<file path="src/hdl/ialu_pkg.sv">
// Shared types and constants for the integer ALU with multiply and divide.
// Depends on nothing; used by every module under hdl.
`default_nettype none
package ialu_pkg;
    localparam int unsigned WordW = 32;
    localparam int unsigned ModeW = 5;

    typedef enum logic [ModeW-1:0] {
        MODE_ADD  = 5'd0,  MODE_ADDU = 5'd1,  MODE_SUB  = 5'd2,  MODE_SUBU = 5'd3,
        MODE_MUL  = 5'd4,  MODE_MULU = 5'd5,  MODE_DIV  = 5'd6,  MODE_DIVU = 5'd7,
        MODE_XOR  = 5'd8,  MODE_REM  = 5'd9,  MODE_REMU = 5'd10, MODE_NEG  = 5'd11,
        MODE_NOT  = 5'd12, MODE_SEQ  = 5'd13, MODE_SGE  = 5'd14, MODE_SGT  = 5'd15,
        MODE_SLE  = 5'd16, MODE_SLT  = 5'd17, MODE_SNE  = 5'd18
    } mode_t;

    // Result class carried down the pipe.
    typedef enum logic [1:0] {
        KIND_SIMPLE = 2'd0,
        KIND_MUL    = 2'd1,
        KIND_DIV    = 2'd2,
        KIND_REM    = 2'd3
    } kind_t;

    typedef struct packed {
        kind_t            kind;
        logic             is_signed;
        logic [WordW-1:0] simple;
    } ctrl_t;
endpackage
`default_nettype wire

</file>
<file path="src/hdl/ialu_mul.sv">
// Multiplier stage: 33x33 signed product of sign- or zero-extended operands.
// Depends on ialu_pkg.
`default_nettype none
module ialu_mul (
    input  wire logic                       aclk,
    input  wire logic                       enable,
    input  wire logic                       is_signed,
    input  wire logic [ialu_pkg::WordW-1:0] a,
    input  wire logic [ialu_pkg::WordW-1:0] b,
    output logic [2*ialu_pkg::WordW-1:0]    product
);
    logic signed [ialu_pkg::WordW:0]     ax, bx;
    logic signed [2*ialu_pkg::WordW+1:0] full;
    logic [2*ialu_pkg::WordW-1:0]        product_reg;

    assign ax   = {is_signed & a[ialu_pkg::WordW-1], a};
    assign bx   = {is_signed & b[ialu_pkg::WordW-1], b};
    assign full = ax * bx;

    always_ff @(posedge aclk) begin
        if (enable) begin
            product_reg <= full[2*ialu_pkg::WordW-1:0];
        end
    end
    assign product = product_reg;
endmodule
`default_nettype wire

</file>
<file path="config.mk">
export PLATFORM = sky130hd
export DESIGN_NAME = ialu_mul
export DESIGN_NICKNAME = d
export VERILOG_FILES = /design/src/hdl/ialu_pkg.sv /design/src/hdl/ialu_mul.sv
export SDC_FILE = /design/constraint.sdc
export NUM_CORES = 2
export LEC_CHECK = 0
export ABC_CLOCK_PERIOD_IN_PS = 13170
export CAP_MARGIN = 15
export CORE_MARGIN = 2
export CORE_UTILIZATION = 68
export DETAILED_ROUTE_END_ITERATION = 12
export DONT_BUFFER_PORTS = 1
export PLACE_DENSITY_LB_ADDON = 0.1
export SYNTH_ARGS = -nofsm -noshare
export SYNTH_HDL_FRONTEND = slang
export SYNTH_SLANG_ARGS = --single-unit
</file>
<file path="constraint.sdc">
create_clock -name aclk -period 13.17 [get_ports aclk]
set_input_delay 1.9755 -clock aclk [delete_from_list [all_inputs] [get_ports aclk]]
set_output_delay 1.9755 -clock aclk [all_outputs]
set_load 0.02 [all_outputs]
</file>
# Yosys cells after proc, flatten, opt, wreduce, memory -nomap -nowiden

Index checks and enable logic that the tools add are counted.

Word-level logic and storage cells: 4
Register bits: 64
Bits of input ports: 67
Output and inout bits: 64

Bitwise logic cells: 2
$mul: 1

Operators by type and width:

| kind             | number |
|---|---|
| $mul A33 B33 Y64 | 1 |
| $and A1 B1 Y1    | 2 |

# Depth between registers and ports, before layout

Word-level depth: 2
Gate-level depth with buffers: 29
Depth with buffers taken out: 27

# Worst setup path before layout

Ideal clock, no wire load.

Path kind: input -> register
Start point: input port is_signed
End point: register product_reg (netlist bit product[57]) (data pin)
Path buffers: 3
Slack: 3.407 ns
Cell stages on the path: 25
Arrival time: 9.504 ns
Required time: 12.910 ns
Setup time: 0.260 ns
Path through: clkbuf_1 clkbuf_1 and3_1 fa_1 fa_1 fa_1 inv_1 fa_1 inv_1 fa_1 fa_1 inv_1 fa_1 fa_1 inv_1 ha_1 clkbuf_1 and3_1 and2_1 a221o_1 a31oi_2 a21oi_2 or3_1 a21oi_2 xnor2_1

Cells in the longest elaborated chain, start to end: 2
Elaborated cells between the ends (all ways): 3
Those cells by class: mul (1); bitwise (2)

Ends and longest elaborated chain:

| element                                 | RTL line                       | source |
|---|---|---|
| start, declared                         | ialu_mul.sv:7                  | `input wire logic is_signed,` |
| $and A1 B1 Y1, on equally long branches | ialu_mul.sv:16, ialu_mul.sv:17 |  |
| $mul A33 B33 Y64 (*)                    | ialu_mul.sv:18                 | `assign full = ax * bx;` |
| via full, one bit                       | ialu_mul.sv:13                 | `logic signed [2*ialu_pkg::WordW+1:0] full;` |
| end signal, assigned                    | ialu_mul.sv:22                 | `product_reg <= full[2*ialu_pkg::WordW-1:0];` |
| end, declared                           | ialu_mul.sv:14                 | `logic [2*ialu_pkg::WordW-1:0] product_reg;` |

Mark *: on every way through the listed nets, which the timed path passes. The rest lies on a longest branch.
A chain may end at the register's enable or synchronous reset.

# Final worst setup path

Start point: input port a[31] (netlist bit)
End point: register product_reg (netlist bit product[59]) (data pin)

Cells in the longest elaborated chain, start to end: 2

Ends and longest elaborated chain:

| element              | RTL line       | source |
|---|---|---|
| start, declared      | ialu_mul.sv:8  | `input wire logic [ialu_pkg::WordW-1:0] a,` |
| $and A1 B1 Y1        | ialu_mul.sv:16 | `assign ax = {is_signed & a[ialu_pkg::WordW-1], a};` |
| $mul A33 B33 Y64 (*) | ialu_mul.sv:18 |  |
| via full, one bit    | ialu_mul.sv:13 |  |

Marked as above.

==> metrics.txt <==
status completed; clock buffer count from CTS 9; DRT iter0 DRCs 1748; CTS Sinks 64; area delta synth->final 1.12%; Netlist cell types 68; Die Ht 246 µm; Yosys Warn Count 0; max-cap viol count 0; FMAX 99.0 MHz; met1 GRT Util 42.7%; Synth Area per Inst 9.40 µm²; cells after synthesis 4246; Post-Route WL 104000 µm; Seq/Total Area, Yosys 4.81%; fraction of layout instances using a drive strength above 1 1.09%; detailed placer's ending HPWL 81300 µm; routed vias/inst 5.83; multiplexer area fraction after synthesis 0.0251%; Simple-Gate Fraction of Synth Area 14.6%; GRT Total Usage 36.5%; GR Layer Usage met2 62.6%; final slew viol count 0; Top Usage Layer GRT met2; area share of fa/ha/maj cells after synthesis 63.1%; Final GP Congestion 0.931; post-layout net count 5440; hold_ws 1.74 ns; setup_tns 0 ns; H-tree depth 3; Worst Tran Pin Value 1.08 ns; I/O Pins 131; CTS root buffer clkbuf_16; core footprint 0.0579 mm²; netlist area before placement 0.0399 mm²; largest family of logic cells by synthesized area adder cells; CTS Hold Buffers Added 0; Hold Path Class primary input to flip-flop; DR vias 28038; Die W 246 µm; final critical-path share of the clock period 76.7%; crit path kind primary input to flip-flop; Post CTS Setup Buffer Count 0; Final Hold Violating Endpoints 0; wire length per cell 21.7 µm; worst path arrival time 10.20 ns; post-cts repair resize count 0; Initial DRT Pass Iterations 7; PortBufs 0; final setup fails 0; clk buf depth 2; largest net degree at the start of global routing 65; Synth Area in XOR/XNOR 1.62%; num rows 88; EDFF count, synth 64; CP startpoint kind primary input; Most used DFF post-synth edfxtp_1; RSZ-0062 raised after global routing no; max reg flops 64; Compound-Gate Fraction of Synth Area 3.39%; Synth Net Count 5650; CP endpoint kind flip-flop; Max-Slew Margin vs Limit 28.0%; data required time at the worst endpoint 13.26 ns; clk slew on worst S/H paths 0.06 ns; total global routing overflow 0; initial antenna violation count 2; initial core utilization 68.9%; fin util 69.7%; Synth Register Bits 64; grt met3 use 5.23%; number of remaining DRC errors 0; crit path time final 10.11 ns; CTS tree yes; remaining antenna violation count 0; vias in the first global route 30740; global-route wire length before repair 166000 µm; CP Max Fanout 50; ys async rst share 0%; die area 0.0607 mm²
-- logic make-up (layout without fill, tap and decap cells) --
kind of cell | Yosys count | count (layout)
adders and majority gates | 1337 | 1337
buffers and inverters | 1319 | 1114
and+or+nand+nor | 1251 | 1251
AOI/OAI and AO/OA | 200 | 200
xor gates and xnor gates | 74 | 74
DFF | 64 | 64
muxes | 1 | 1
other | 0 | 3
-- final cells by class --
type	instances	area (µm²)
multi-input combinational	2863	33000
clock buffer	9	225
inverter	1097	4120
timing repair buffer	1	7.51
antenna	3	7.51
tap	765	957
sequential	64	1920
clock inverter	7	96.3
fill	4691	17500
-- cell usage after synthesis (3+ instances only) --
master	count	area (µm²)
o211ai_1	4	30.0
a21boi_0	4	30.0
a21o_1	24	180
o21bai_1	17	128
o21ai_1	6	30.0
buf_2	4	20.0
fa_1	1125	22500
o21ai_0	23	115
clkbuf_1	212	796
o21a_1	8	60.1
a31oi_1	12	75.1
nand3_1	18	90.1
or3_1	7	43.8
or2_2	10	62.6
buf_1	3	11.3
a211oi_1	7	52.6
inv_1	1097	4120
nand4_1	10	62.6
xor2_1	21	184
xnor2_1	53	464
nor3_1	11	55.1
a21oi_1	61	305
nor2b_1	4	25.0
o221ai_1	3	26.3
and2_1	360	2250
nor2_1	59	221
ha_1	212	2650
nand2_1	726	2730
edfxtp_1	64	1920
nand2b_1	8	50.1
and3_1	26	163
-- stage by stage --
stage / cell area (µm²) / setup slack, ns / instances
2_1_floorplan: 39900 / 3.41 / 4246
3_3_place_gp: 40000 / 2.85 / 4790
3_5_place_dp: 40000 / 2.76 / 4790
4_1_cts: 40400 / 3.11 / 4806
5_1_grt: 40400 / 2.63 / 4807
6_report: 40400 / 3.06 / 4809
-- worst max-delay path, stage by stage --
cell      delay [ns]
and2_1          0.46
nand2_1         0.18
inv_1           0.15
fa_1            0.48
fa_1            0.56
fa_1            0.59
inv_1           0.26
fa_1            1.05
inv_1           0.30
fa_1            0.53
fa_1            0.54
inv_1           0.05
fa_1            0.44
fa_1            0.49
inv_1           0.04
ha_1            0.39
and3_1          0.24
and2_1          0.19
a221o_1         0.33
a31oi_2         0.19
a21oi_2         0.12
o31ai_4         0.35
o21bai_1        0.11
xor2_1          0.14
-- routing by layer --
layer | wire [µm] | up-vias
met5 | 0 | -
met1 | 34600 | 14664
met2 | 53300 | 1260
li1 | - | 11682
met4 | 8830 | 0
met3 | 7340 | 432
-- cells in the final DEF (no fill, tap or decap), drive strengths merged, types with 2 or more instances in the layout --
master / Yosys / layout
fa: 1125 / 1125
inv: 1097 / 1097
nand2: 727 / 727
and2: 361 / 361
ha: 212 / 212
edfxtp: 64 / 64
a21oi: 63 / 63
nor2: 60 / 60
xnor2: 53 / 53
o21ai: 31 / 31
and3: 27 / 27
a21o: 24 / 24
xor2: 21 / 21
nand3: 18 / 18
o21bai: 17 / 17
a31oi: 13 / 13
nor3: 11 / 11
or2: 11 / 11
nand4: 10 / 10
clkbuf: 214 / 9
a211oi: 9 / 9
o21a: 8 / 8
nand2b: 8 / 8
or3: 7 / 7
a21boi: 4 / 4
o211ai: 4 / 4
nor2b: 4 / 4
o31ai: 4 / 4
diode: 0 / 3
o221ai: 3 / 3
a221oi: 3 / 3
o22ai: 3 / 3
clkinv: 0 / 3
o31a: 2 / 2
a211o: 2 / 2
a221o: 2 / 2
clkinvlp: 0 / 2
bufinv: 0 / 2
or4: 2 / 2
o41ai: 2 / 2
-- path summary, 6_finish.rpt --
check                         end  slack, ns   start  cells past startpoint
worst min-delay path  product[59]       1.74  enable                      0
worst max-delay path  product[59]       3.06   a[31]                     24
Power is not shown: default switching activity piles up to over one toggle a cycle in this logic, so the estimate is an artifact.
