## config.mk

```make
export PLATFORM = sky130hd
export DESIGN_NAME = ialu_div_step
export DESIGN_NICKNAME = d
export VERILOG_FILES = /design/src/hdl/ialu_pkg.sv /design/src/hdl/ialu_div_step.sv
export SDC_FILE = /design/constraint.sdc
export NUM_CORES = 1
export LEC_CHECK = 0
export BUFFER_PORTS_ARGS = -buffer_cell sky130_fd_sc_hd__buf_2
export CAP_MARGIN = 30
export CORE_MARGIN = 2
export CORE_UTILIZATION = 64
export DETAILED_ROUTE_END_ITERATION = 6
export GPL_ROUTABILITY_DRIVEN = 0
export PLACE_DENSITY = 0.91
export SLEW_MARGIN = 20
export SYNTH_ARGS = -nofsm -noshare
export SYNTH_HDL_FRONTEND = slang
export SYNTH_SLANG_ARGS = --single-unit
```

## constraint.sdc

```tcl
create_clock -name vclk -period 36.6
set_input_delay 5.49 -clock vclk [all_inputs]
set_output_delay 5.49 -clock vclk [all_outputs]
set_load 0.05 [all_outputs]
```

## src/hdl/ialu_pkg.sv

```systemverilog
// Shared types and constants for the integer ALU with multiply and divide.
// Depends on nothing; used by every module under hdl.
`default_nettype none
package ialu_pkg;
    localparam int unsigned WordW = 32;
    localparam int unsigned ModeW = 5;

    typedef enum logic [ModeW-1:0] {
        MODE_ADD  = 5'd0,  MODE_ADDU = 5'd1,  MODE_SUB  = 5'd2,  MODE_SUBU = 5'd3,
        MODE_MUL  = 5'd4,  MODE_MULU = 5'd5,  MODE_DIV  = 5'd6,  MODE_DIVU = 5'd7,
        MODE_XOR  = 5'd8,  MODE_REM  = 5'd9,  MODE_REMU = 5'd10, MODE_NEG  = 5'd11,
        MODE_NOT  = 5'd12, MODE_SEQ  = 5'd13, MODE_SGE  = 5'd14, MODE_SGT  = 5'd15,
        MODE_SLE  = 5'd16, MODE_SLT  = 5'd17, MODE_SNE  = 5'd18
    } mode_t;

    // Result class carried down the pipe.
    typedef enum logic [1:0] {
        KIND_SIMPLE = 2'd0,
        KIND_MUL    = 2'd1,
        KIND_DIV    = 2'd2,
        KIND_REM    = 2'd3
    } kind_t;

    typedef struct packed {
        kind_t            kind;
        logic             is_signed;
        logic [WordW-1:0] simple;
    } ctrl_t;
endpackage
`default_nettype wire

```

## src/hdl/ialu_div_step.sv

```systemverilog
// One combinational group of restoring-division steps on magnitudes.
// Depends on ialu_pkg.
`default_nettype none
module ialu_div_step #(
    parameter int unsigned STEPS = 4
) (
    input  wire logic [ialu_pkg::WordW-1:0] divisor,
    input  wire logic [ialu_pkg::WordW-1:0] rem_in,
    input  wire logic [ialu_pkg::WordW-1:0] quo_in,
    output logic [ialu_pkg::WordW-1:0]      rem_out,
    output logic [ialu_pkg::WordW-1:0]      quo_out
);
    // quo holds the not-yet-consumed dividend bits, shifting out at the top
    // while quotient bits shift in at the bottom.
    always_comb begin
        logic [ialu_pkg::WordW:0]   trial;
        logic [ialu_pkg::WordW-1:0] r, q;
        logic                       top;
        r     = rem_in;
        q     = quo_in;
        top   = 1'b0;
        trial = '0;
        for (int i = 0; i < int'(STEPS); i++) begin
            // The next dividend bit joins the partial remainder before the trial.
            top   = q[ialu_pkg::WordW-1];
            trial = {r, top} - {1'b0, divisor};
            q = {q[ialu_pkg::WordW-2:0], !trial[ialu_pkg::WordW]};
            if (!trial[ialu_pkg::WordW]) r = trial[ialu_pkg::WordW-1:0];
            else r = {r[ialu_pkg::WordW-2:0], top};
        end
        rem_out = r;
        quo_out = q;
    end
endmodule
`default_nettype wire

```

After elaboration in Yosys (flattened, before gate mapping)
Index checks and enable logic that the tools add are counted.

cells by class
  add/subtract/negate cells = 4
  $mul = 0
  div/mod/pow operators = 0
  $lt $le $gt $ge = 0
  eq/ne operators = 0
  shift-type cells = 0
  multiplexer cells = 4
  bitwise logic cells = 0
  reductions and logical operators = 4

operator list
  kind              number
  $sub A33 B32 Y33  4
  $mux W32          4
  $logic_not A1 Y1  4

storage, ports and cells
  bits in registers = 0
  bits in latches = 0
  bits in writable memories = 0
  memory bits (read-only) = 0
  bits of input ports = 96
  logic and storage cells = 12
  memories kept = 0

Logic depth before layout (Yosys ltp)
  depth after elaboration = 8
  gate-level depth with buffers = 59

Worst setup path after synthesis
Ideal clock, no wire load.

  path kind = input-to-output
  start point = input quo_in[31] (netlist bit)
  end point = output rem_out[16] (netlist bit)
  arrival = 17.411 ns
  setup slack = 13.699 ns
  stages = 54
  buffers on the path = 7
  path through = inv_1 -> ha_1 -> inv_1 -> fa_1 -> a211oi_1 -> o21ai_0 -> nand3_1 -> a21oi_1 -> o21ai_1 -> xor2_1 -> buf_2 -> clkinv_1 -> clkbuf_1 -> a21oi_1 -> ha_1 -> o211a_1 -> o31a_1 -> o22a_1 -> (+18 left out) -> o221ai_1 -> clkbuf_1 -> buf_2 -> nor2_1 -> a31oi_1 -> ha_1 -> a211oi_1 -> o21ai_0 -> a221o_1 -> a21o_1 -> or4_1 -> a21oi_1 -> a21oi_1 -> a31oi_2 -> xnor2_2 -> nand2_1 -> buf_4 -> o221ai_1

on the way
  cells in the longest elaborated chain, start to end = 8

ends and longest elaborated chain
  item              line                 text
  start, declared   ialu_div_step.sv:9   input wire logic [ialu_pkg::WordW-1:0] quo_in,
  $sub A33 B32 Y33  ialu_div_step.sv:26  trial = {r, top} - {1'b0, divisor};
  $mux W32 *        ialu_div_step.sv:28  if (!trial[ialu_pkg::WordW]) r = trial[ialu_pkg::WordW-1:0];
  $sub A33 B32 Y33  ialu_div_step.sv:26
  $mux W32 *        ialu_div_step.sv:28
  $sub A33 B32 Y33  ialu_div_step.sv:26
  $mux W32 *        ialu_div_step.sv:28
  $sub A33 B32 Y33  ialu_div_step.sv:26
  $mux W32 *        ialu_div_step.sv:28
  end, declared     ialu_div_step.sv:10  output logic [ialu_pkg::WordW-1:0] rem_out,

Every way passes the cells marked *; elsewhere a longest branch is shown, timed or not.

Worst setup path after layout
  start point = input divisor[1] (netlist bit)
  end point = output rem_out[19] (netlist bit)

on the way
  cells in the longest elaborated chain, start to end = 8

ends and longest elaborated chain
  item              line                 text
  start, declared   ialu_div_step.sv:7   input wire logic [ialu_pkg::WordW-1:0] divisor,
  $sub A33 B32 Y33  ialu_div_step.sv:26
  $mux W32          ialu_div_step.sv:28
  $sub A33 B32 Y33  ialu_div_step.sv:26
  $mux W32          ialu_div_step.sv:28
  $sub A33 B32 Y33  ialu_div_step.sv:26
  $mux W32          ialu_div_step.sv:28
  $sub A33 B32 Y33  ialu_div_step.sv:26
  $mux W32 *        ialu_div_step.sv:28

Marks and branches as above.

==> summary.txt <==
Run status
  – Status: complete, but fails checks
  – Failing checks: DRC

Die
  – Num rows: 42
  – Die H: 119 um
  – Die ar.: 14,200 um2
  – DIE WIDTH: 119 um
  – Core area: 13,100 um2
  – IO Count: 160
  – Initial Util: 64.8%

Timing
  – Fin. max-slew vios: 0
  – Max_slew headroom: 39.3%
  – Least-Margin Pin Slew: 0.902 ns
  – Fmax: 38.8 MHz
  – Final setup fails: 0
  – RSZ-0062 raised after global routing: false
  – Final-report hold violation count: 0
  – Final worst-path cycle share: 70.4%
  – Fin Setup TNS: 0 ns
  – Final critical-path required period: 25.78 ns

Min path
  – Hold crit path type: in2out

Critical path
  – WP data required: 31.11 ns
  – Most Frequent Cell on Critical Path: a21oi_1
  – Startpoint type of the worst setup path: input port
  – Max Fanout on Critical Path: 77
  – Element type at the critical path end: output port
  – Crit-path max cell delay: 0.71 ns
  – Worst path arrival time: 20.29 ns
  – Critical path type: in2out
  – Critical path's slowest cell: buf_4

Layout
  – Area Growth Syn to Fin: 6.48%
  – Clkbuf count: 0
  – Antenna Cells: 0
  – Seq_cells: 0
  – Nets: 1,541
  – Final Util: 69.0%
  – Ratio of cells with drive above 1 in the final layout: 11.4%
  – Reg area: 0 um2

Clock tree
  – Post-CTS sizing: 0
  – Cts hold-fix bufs: 0
  – Setup repair bufs after CTS: 0

Drt
  – DRC Markers: 6
  – Drt pass-1 iters: 7
  – Drt total wl: 27,500 um
  – DRT iter0 DRCs: 1,187
  – Vias per cell: 6.88
  – Remaining antenna violation count after routing: 0
  – Total vias in the final route: 10,232
  – Wire per inst: 18.5 um

Global route
  – Initial antenna violation count: 0
  – First-pass GRT wire length: 44,200 um
  – Vias in the first global route: 9,381
  – Pin count of the biggest net entering global routing: 78
  – Overall track demand over capacity in global routing: 36.8%
  – GRT Residual Overflow: 0

Yosys
  – Synth Area per Inst: 6.74 um2
  – Netlist Area Pre-Place: 8510 um2
  – Register area share after synthesis: 0%
  – Yosys cell types: 82
  – Syn_nets: 1,491
  – Syn Inst Count: 1,263
  – Ys Warns: 0

Placed design
  – Post-DP HPWL: 22,000 um
  – IO buf count: 104

Run
  – Max-cap viol count: 0
-- cell type report --
cell class / count / area, um2
fill: 1124 / 4070
tap: 176 / 220
inverter: 84 / 318
timing repair buffer: 114 / 651
multi-input combinational: 1113 / 7880
-- cells in the mapped netlist, types with 17 or more instances --
master	count	area share (%)
a21o_1	60	5.3
nor2_1	87	3.8
ha_1	128	19
buf_4	29	2.6
nand2b_1	19	1.4
nand2_1	165	7.3
a22oi_1	21	1.9
a32oi_1	18	1.9
xnor2_1	78	8.0
o21ai_0	72	4.2
a21oi_1	106	6.2
xor2_1	38	3.9
clkbuf_1	24	1.1
inv_1	81	3.6
a31oi_1	17	1.2
o21ai_1	22	1.3
nor3_1	18	1.1
-- stage by stage --
stage,setup slack [ns],cell area [um2],hold WS (ns),std cells
after floorplan,13.70,8510,11.15,1263
after global placement,10.60,8980,10.98,1483
after detailed placement,10.81,9040,10.98,1486
after CTS,10.77,9040,10.98,1486
after global routing,10.11,9060,10.98,1487
final,10.82,9060,10.98,1487
-- cell usage in the layout (no fill, tap or decap), types with 7 or more instances in the layout --
cell type	Yosys	routed
o21ai_0	72	72
mux2i_1	10	10
a21o_1	60	60
a222oi_1	7	7
a22oi_1	21	21
mux2_2	10	10
o21a_1	16	16
ha_1	128	128
nor2_1	87	85
nand3_1	16	16
xor2_1	38	37
o21bai_1	13	13
o221ai_1	15	14
nand2b_1	19	19
inv_1	81	81
nand4_1	12	12
a31oi_1	17	17
nand2_1	165	165
a32oi_1	18	18
nor3_1	18	18
nor2b_1	11	11
o211ai_1	8	8
and2_1	9	9
buf_2	6	104
or3_1	16	16
xnor2_1	78	78
a211oi_1	11	11
a21oi_1	106	106
and3_1	10	10
o21ai_1	22	22
-- kinds of logic (layout without fill, tap and decap cells) --
family	Yosys count	in the layout	synth area share, %
AO/OA/AOI/OAI	457	457	36.5
XOR/XNOR	118	118	12.3
buffers and inverters	150	198	8.10
adder cells (fa/ha/maj)	132	132	19.8
multiplexers	20	20	2.50
AND/OR/NAND/NOR	386	386	20.9
-- worst max-delay path: cells and delay by family --
kind | cells | cell delay (ns)
AOI/OAI and AO/OA | 26 | 7.76
muxes | 1 | 0.28
and+or+nand+nor | 7 | 1.80
adders and majority gates | 4 | 1.55
xor gates and xnor gates | 2 | 0.35
buffers and inverters | 10 | 3.00
-- layer usage --
layer	wire, um	vias up	global-route usage, %	part of all wire [%]
met3	2580	146	2.59	9.4
li1	-	4759	-	-
met4	1440	0	16.9	5.2
met1	10900	4661	47.7	40
met5	0	-	0	0
met2	12600	666	62.4	46
-- worst paths after layout --
| check | from | endpoint | slack [ns] | cells past startpoint |
|---|---|---|---|---|
| worst min-delay path | quo_in[16] | quo_out[20] | 10.98 | 0 |
| worst max-delay path | divisor[1] | rem_out[19] | 10.82 | 50 |
Power is left out: the tool's default activity adds up to more than one toggle a clock period on the data nets, which glitch-free logic cannot reach.
