$ cat src/hdl/ialu_pkg.sv
// Shared types and constants for the integer ALU with multiply and divide.
// Depends on nothing; used by every module under hdl.
`default_nettype none
package ialu_pkg;
    localparam int unsigned WordW = 32;
    localparam int unsigned ModeW = 5;

    typedef enum logic [ModeW-1:0] {
        MODE_ADD  = 5'd0,  MODE_ADDU = 5'd1,  MODE_SUB  = 5'd2,  MODE_SUBU = 5'd3,
        MODE_MUL  = 5'd4,  MODE_MULU = 5'd5,  MODE_DIV  = 5'd6,  MODE_DIVU = 5'd7,
        MODE_XOR  = 5'd8,  MODE_REM  = 5'd9,  MODE_REMU = 5'd10, MODE_NEG  = 5'd11,
        MODE_NOT  = 5'd12, MODE_SEQ  = 5'd13, MODE_SGE  = 5'd14, MODE_SGT  = 5'd15,
        MODE_SLE  = 5'd16, MODE_SLT  = 5'd17, MODE_SNE  = 5'd18
    } mode_t;

    // Result class carried down the pipe.
    typedef enum logic [1:0] {
        KIND_SIMPLE = 2'd0,
        KIND_MUL    = 2'd1,
        KIND_DIV    = 2'd2,
        KIND_REM    = 2'd3
    } kind_t;

    typedef struct packed {
        kind_t            kind;
        logic             is_signed;
        logic [WordW-1:0] simple;
    } ctrl_t;
endpackage
`default_nettype wire

$ cat src/hdl/ialu_simple.sv
// Combinational logic, compare and add/subtract results and result classing.
// Depends on ialu_pkg.
`default_nettype none
module ialu_simple (
    input  wire logic [ialu_pkg::ModeW-1:0] mode,
    input  wire logic [ialu_pkg::WordW-1:0] operand_a,
    input  wire logic [ialu_pkg::WordW-1:0] operand_b,
    output ialu_pkg::ctrl_t                 ctrl
);
    logic eq, lt;
    assign eq = (operand_a == operand_b);
    assign lt = ($signed(operand_a) < $signed(operand_b));

    always_comb begin
        ctrl = '{kind: ialu_pkg::KIND_SIMPLE, is_signed: 1'b0, simple: '0};
        case (mode)
            ialu_pkg::MODE_ADD, ialu_pkg::MODE_ADDU: ctrl.simple = operand_a + operand_b;
            ialu_pkg::MODE_SUB, ialu_pkg::MODE_SUBU: ctrl.simple = operand_a - operand_b;
            ialu_pkg::MODE_XOR: ctrl.simple = operand_a ^ operand_b;
            ialu_pkg::MODE_NEG: ctrl.simple = '0 - operand_a;
            ialu_pkg::MODE_NOT: ctrl.simple = ~operand_a;
            ialu_pkg::MODE_SEQ: ctrl.simple = {31'd0, eq};
            ialu_pkg::MODE_SGE: ctrl.simple = {31'd0, !lt};
            ialu_pkg::MODE_SGT: ctrl.simple = {31'd0, !lt && !eq};
            ialu_pkg::MODE_SLE: ctrl.simple = {31'd0, lt || eq};
            ialu_pkg::MODE_SLT: ctrl.simple = {31'd0, lt};
            ialu_pkg::MODE_SNE: ctrl.simple = {31'd0, !eq};
            ialu_pkg::MODE_MUL: begin
                ctrl.kind = ialu_pkg::KIND_MUL; ctrl.is_signed = 1'b1;
            end
            ialu_pkg::MODE_MULU: ctrl.kind = ialu_pkg::KIND_MUL;
            ialu_pkg::MODE_DIV: begin
                ctrl.kind = ialu_pkg::KIND_DIV; ctrl.is_signed = 1'b1;
            end
            ialu_pkg::MODE_DIVU: ctrl.kind = ialu_pkg::KIND_DIV;
            ialu_pkg::MODE_REM: begin
                ctrl.kind = ialu_pkg::KIND_REM; ctrl.is_signed = 1'b1;
            end
            ialu_pkg::MODE_REMU: ctrl.kind = ialu_pkg::KIND_REM;
            default: ctrl.simple = '0;
        endcase
    end
endmodule
`default_nettype wire

$ cat config.mk
export PLATFORM = sky130hd
export DESIGN_NAME = ialu_simple
export DESIGN_NICKNAME = d
export VERILOG_FILES = /design/src/hdl/ialu_pkg.sv /design/src/hdl/ialu_simple.sv
export SDC_FILE = /design/constraint.sdc
export NUM_CORES = 1
export LEC_CHECK = 0
export BUFFER_PORTS_ARGS = -buffer_cell sky130_fd_sc_hd__buf_2
export CAP_MARGIN = 20
export CORE_MARGIN = 2
export CORE_UTILIZATION = 55
export DETAILED_ROUTE_END_ITERATION = 8
export PLACE_DENSITY = 0.78
export SYNTH_ARGS = -nofsm -noshare
export SYNTH_HDL_FRONTEND = slang
export SYNTH_SLANG_ARGS = --single-unit
$ cat constraint.sdc
create_clock -name vclk -period 4.2
set_input_delay 0.84 -clock vclk [all_inputs]
set_output_delay 0.84 -clock vclk [all_outputs]
set_load 0.05 [all_outputs]
======== After elaboration in Yosys (flattened, before gate mapping) ========
Cells that the tools add are included.
storage, ports and cells
  register bits after elaboration ......... 0
  input bits .............................. 69
  output and inout port bits .............. 35
  word-level logic and storage cells ...... 39
operators by class
  add/subtract/negate cells ............... 3
  magnitude comparators ................... 1
  equal/unequal tests ..................... 19
  muxes and demuxes ....................... 3
  bitwise logic cells ..................... 2
  reduce and logical (&&, ||, !) cells .... 11
operator list
  operator                 number
  $pmux W32 S11            1
  $eq A5 B4 Y1 const B     8
  $add A32 B32 Y32         1
  $eq A32 B32 Y1           1
  $lt A32 B32 Y1           1
  $not A32 Y32             1
  $sub A1 B32 Y32 const A  1
  $sub A32 B32 Y32         1
  $xor A32 B32 Y32         1
  $eq A5 B3 Y1 const B     4
  $eq A5 B5 Y1 const B     3
  $eq A5 B2 Y1 const B     2
  $reduce_or A2 Y1         5
  $pmux W2 S3              1
  $eq A5 B1 Y1 const B     1
  $logic_not A5 Y1         1
  $reduce_or A3 Y1         1
  $logic_not A1 Y1         2
  $logic_and A1 B1 Y1      1
  $logic_or A1 B1 Y1       1
  $mux W1                  1

======== Longest topological paths before layout ========
  word-level depth ........................ 4
  depth in mapped cells ................... 13
  depth with buffers taken out ............ 13

======== Least setup slack after synthesis ========
Ideal clock, no wire load.
  kind .................................... input port to output port
  start point ............................. input operand_a[0] (netlist name)
  end point ............................... output ctrl[18] (netlist name)
  arrival ................................. 3864 ps
  data required time ...................... 3360 ps
  path slack .............................. -504 ps
  cell stages on the path ................. 13
  buffers on the path ..................... 0
  cell sequence ........................... inv_1 ha_1 inv_1 fa_1 a21oi_1 o211ai_1 a2111oi_2 o31ai_1 a211o_1 nand2_1 o31ai_1 xnor2_1 o221ai_1
RTL lines
  item                RTL line          text
  start: declaration  ialu_simple.sv:6  input wire logic [ialu_pkg::WordW-1:0] operand_a,
  end: declaration    ialu_simple.sv:8  output ialu_pkg::ctrl_t ctrl

==> results by group <==
STA
  • Fin Hold WS: 2.110 ns
  • Worst Max-Slew Pin Slew: 0.8666 ns
  • Max Freq: 231.1 MHz
  • Final Critical Period: 4.326 ns
  • Tcrit/Tclk final: 103.0%
  • Final hold vios: 0
  • Slew HR: 42.09%
  • # setup viols final: 15
  • Max-slew violation count: 0
  • Setup slack after layout: -0.1263 ns
  • RSZ-0062 raised after global routing: true

Run
  • Max-Cap Viols: 0

Drt
  • DRT Pass-1 Iters: 9
  • DR WL/cell: 21.29 um
  • DR WL met3: 3329 um
  • First DRT Iteration DRCs: 1013
  • Max layer used: met4
  • WL met1: 8819 um
  • Final wirelength: 25230 um
  • Post-DRT Antenna Nets: 0
  • Detailed-route vias per instance: 6.909
  • Routed via count: 8187
  • DRC Markers: 0
  • Met2 WL: 10910 um

Synthesis
  • Yosys cell types: 65
  • Warnings, synthesis: 0
  • Seq/Total Area, Yosys: 0%
  • Synth Cell Area: 5067 um2
  • Avg Cell Area, Syn: 6.061 um2
  • Syn_nets: 971
  • Cells after synthesis: 836

Cells and area
  • Antenna cells: 0
  • Post-Layout Cell Count: 1185
  • Area grow syn2layout: 54.10%
  • Sequential cell area: 0 um2
  • Seq cells: 0
  • Nets: 1211
  • Number of clock-tree buffers in the layout: 0
  • Finished Cell Area: 7809 um2
  • Layout fillers: 552
  • Most frequent cells in the layout: buf_4 (182), a21oi_1 (92), nor2_1 (90)
  • Area of the multi-input gates: 5283 um2
  • Commonest non-fill, non-tap cell in the layout: buf_4
  • Layout cells sized above 1: 37.99%

Hold path
  • Tightest Hold Check Type: input port to primary output
  • Hold Path Origin: operand_a[31]
  • Hold Path Depth: 4
  • Hold endpoint: ctrl[31]

Placement
  • Post-DP Area: 6888 um2
  • Dpl ws: -0.3182 ns
  • HPWL after DPL: 16180 um
  • Placed cell count: 1167
  • Port bufs: 104
  • GP Congestion: 1.015

Setup path
  • CP max stage delay: 0.50 ns
  • CP endpoint kind: primary output
  • Critical-path maximum fanout: 4
  • Crit path kind: input port to primary output
  • Slowest-stage cell, CP: a2111o_1
  • Worst endpoint data arrival time: 3.49 ns
  • Most common cell on crit path: o221ai_4
  • Startpoint Class: input port
  • CP Cell Sequence: buf_12 > ha_4 > inv_2 > fa_2 > nor2_2 > o211ai_1 > a2111o_1 > a21o_1 > a21oi_2 > nand2b_4 > o221ai_4 > xnor2_2 > o221ai_4 > buf_6
  • Crit path max-delay family: compound AO/OA/AOI/OAI gates
  • Worst Path Buf+Inv: 3
  • Worst EP required: 3.36 ns

Run status
  • Status: finished with violations
  • Failing checks: setup timing

Die
  • Starting Density: 55.63%
  • Vert. Die Dim: 99.99 um
  • # IOs: 104
  • Core box area: 9109 um2
  • Die Span X: 99.99 um
  • Total Die Area: 9997 um2
  • Site Rows: 35

Pwr
  • Max VDD drop: 0.09823 mV
  • Tot Pwr: 1129 uW
  • PD cells: 144.5 nW/um2
  • Leakage power: 0.003541 uW

GRT
  • Global route overflow: 0
  • Pin count of the biggest net entering global routing: 24
  • Tot GR Track Use: 41.66%
  • Vias in the first global route: 7103
  • Initial antenna violation count: 0
  • First-pass GRT wire length: 34090 um

Clock tree
  • Hold-fix buffers at CTS: 0
## logic make-up (layout without fill, tap and decap cells)
kind of cell             count (synthesis)  after routing  share of synthesized area (%)
buffers and inverters                  120            358                          8.913
AO/OA/AOI/OAI                          325            325                          40.52
adder cells (fa/ha/maj)                 66             66                          16.59
XOR/XNOR                                18             18                          3.111
AND/OR/NAND/NOR                        303            303                          29.83
multiplexers                             4              4                          1.037
## worst max-delay path by stage
stage | to | from | depth (start not counted) | slack (ns)
after CTS | ctrl[24] | operand_b[0] | 14 | -0.08
after floorplan | ctrl[18] | operand_a[0] | 13 | -0.17
final | ctrl[24] | operand_a[0] | 14 | -0.13
after global placement | ctrl[17] | operand_b[1] | 14 | -0.27
after detailed placement | ctrl[24] | operand_a[0] | 14 | -0.32
after global routing | ctrl[16] | operand_b[11] | 15 | -0.21
## timing repair
item	4_1_cts	5_1_grt
setup endpoints to repair	20	22
gates resized for setup	82	118
pin swaps	23	61
gates cloned	0	0
setup buffers	11	7
## stage by stage
| step | setup TNS [ns] | utilization [%] |
|---|---|---|
| after global placement | -3.517 | 75.62 |
| final | -1.014 | 85.73 |
| after global routing | -2.202 | 85.73 |
| after floorplan | -0.1664 | - |
| after CTS | -0.2589 | 79.56 |
| after detailed placement | -3.968 | 75.62 |
## area by class of cell
type | count | area share, %
Tap cell | 111 | 1.779
Multi-Input combinational cell | 716 | 67.65
Timing Repair Buffer | 290 | 27.08
Inverter | 68 | 3.493
## per-layer routing
layer | vias up | track usage (%)
li1 | 3557 | -
met1 | 3587 | 54.19
met2 | 793 | 70.11
met3 | 250 | 4.387
met4 | 0 | 17.60
met5 | - | 0
## where the power goes
group / internal, uW / switching, uW / total [uW] / leakage [uW]
logic: 464 / 664 / 1130 / 0.00354
registers: 0 / 0 / 0 / 0
clock network: 0 / 0 / 0 / 0
total: 464 / 664 / 1130 / 0.00354
## cells in the mapped netlist, drive strengths merged (4+ instances only)
cell      n  area (um2)
a31oi    21       131.4
or3      13       86.33
a311o     4       40.04
xor2      4       35.03
nor3     26       135.1
buf       4       16.26
o31ai    11       82.58
nor2     96       360.4
nor2b    19       118.9
clkbuf   48       180.2
a211oi    7       52.55
and2      4       25.02
a21o     15       112.6
nor4b     4       50.05
ha       64       800.8
o21ai    66       330.3
o21a      7       52.55
a211o     5       43.79
nor3b     5       37.54
nand2b    7       43.79
o21bai   14       105.1
nor4     13       96.34
and3      8       50.05
xnor2    14       122.6
o22ai    12       75.07
o221ai   17       148.9
a21oi   108       540.5
o211ai   10       75.07
nand2    66       247.7
nand4    11       75.07
nand3    23       115.1
inv      68       255.2
Power figures use the tool's default switching activity.
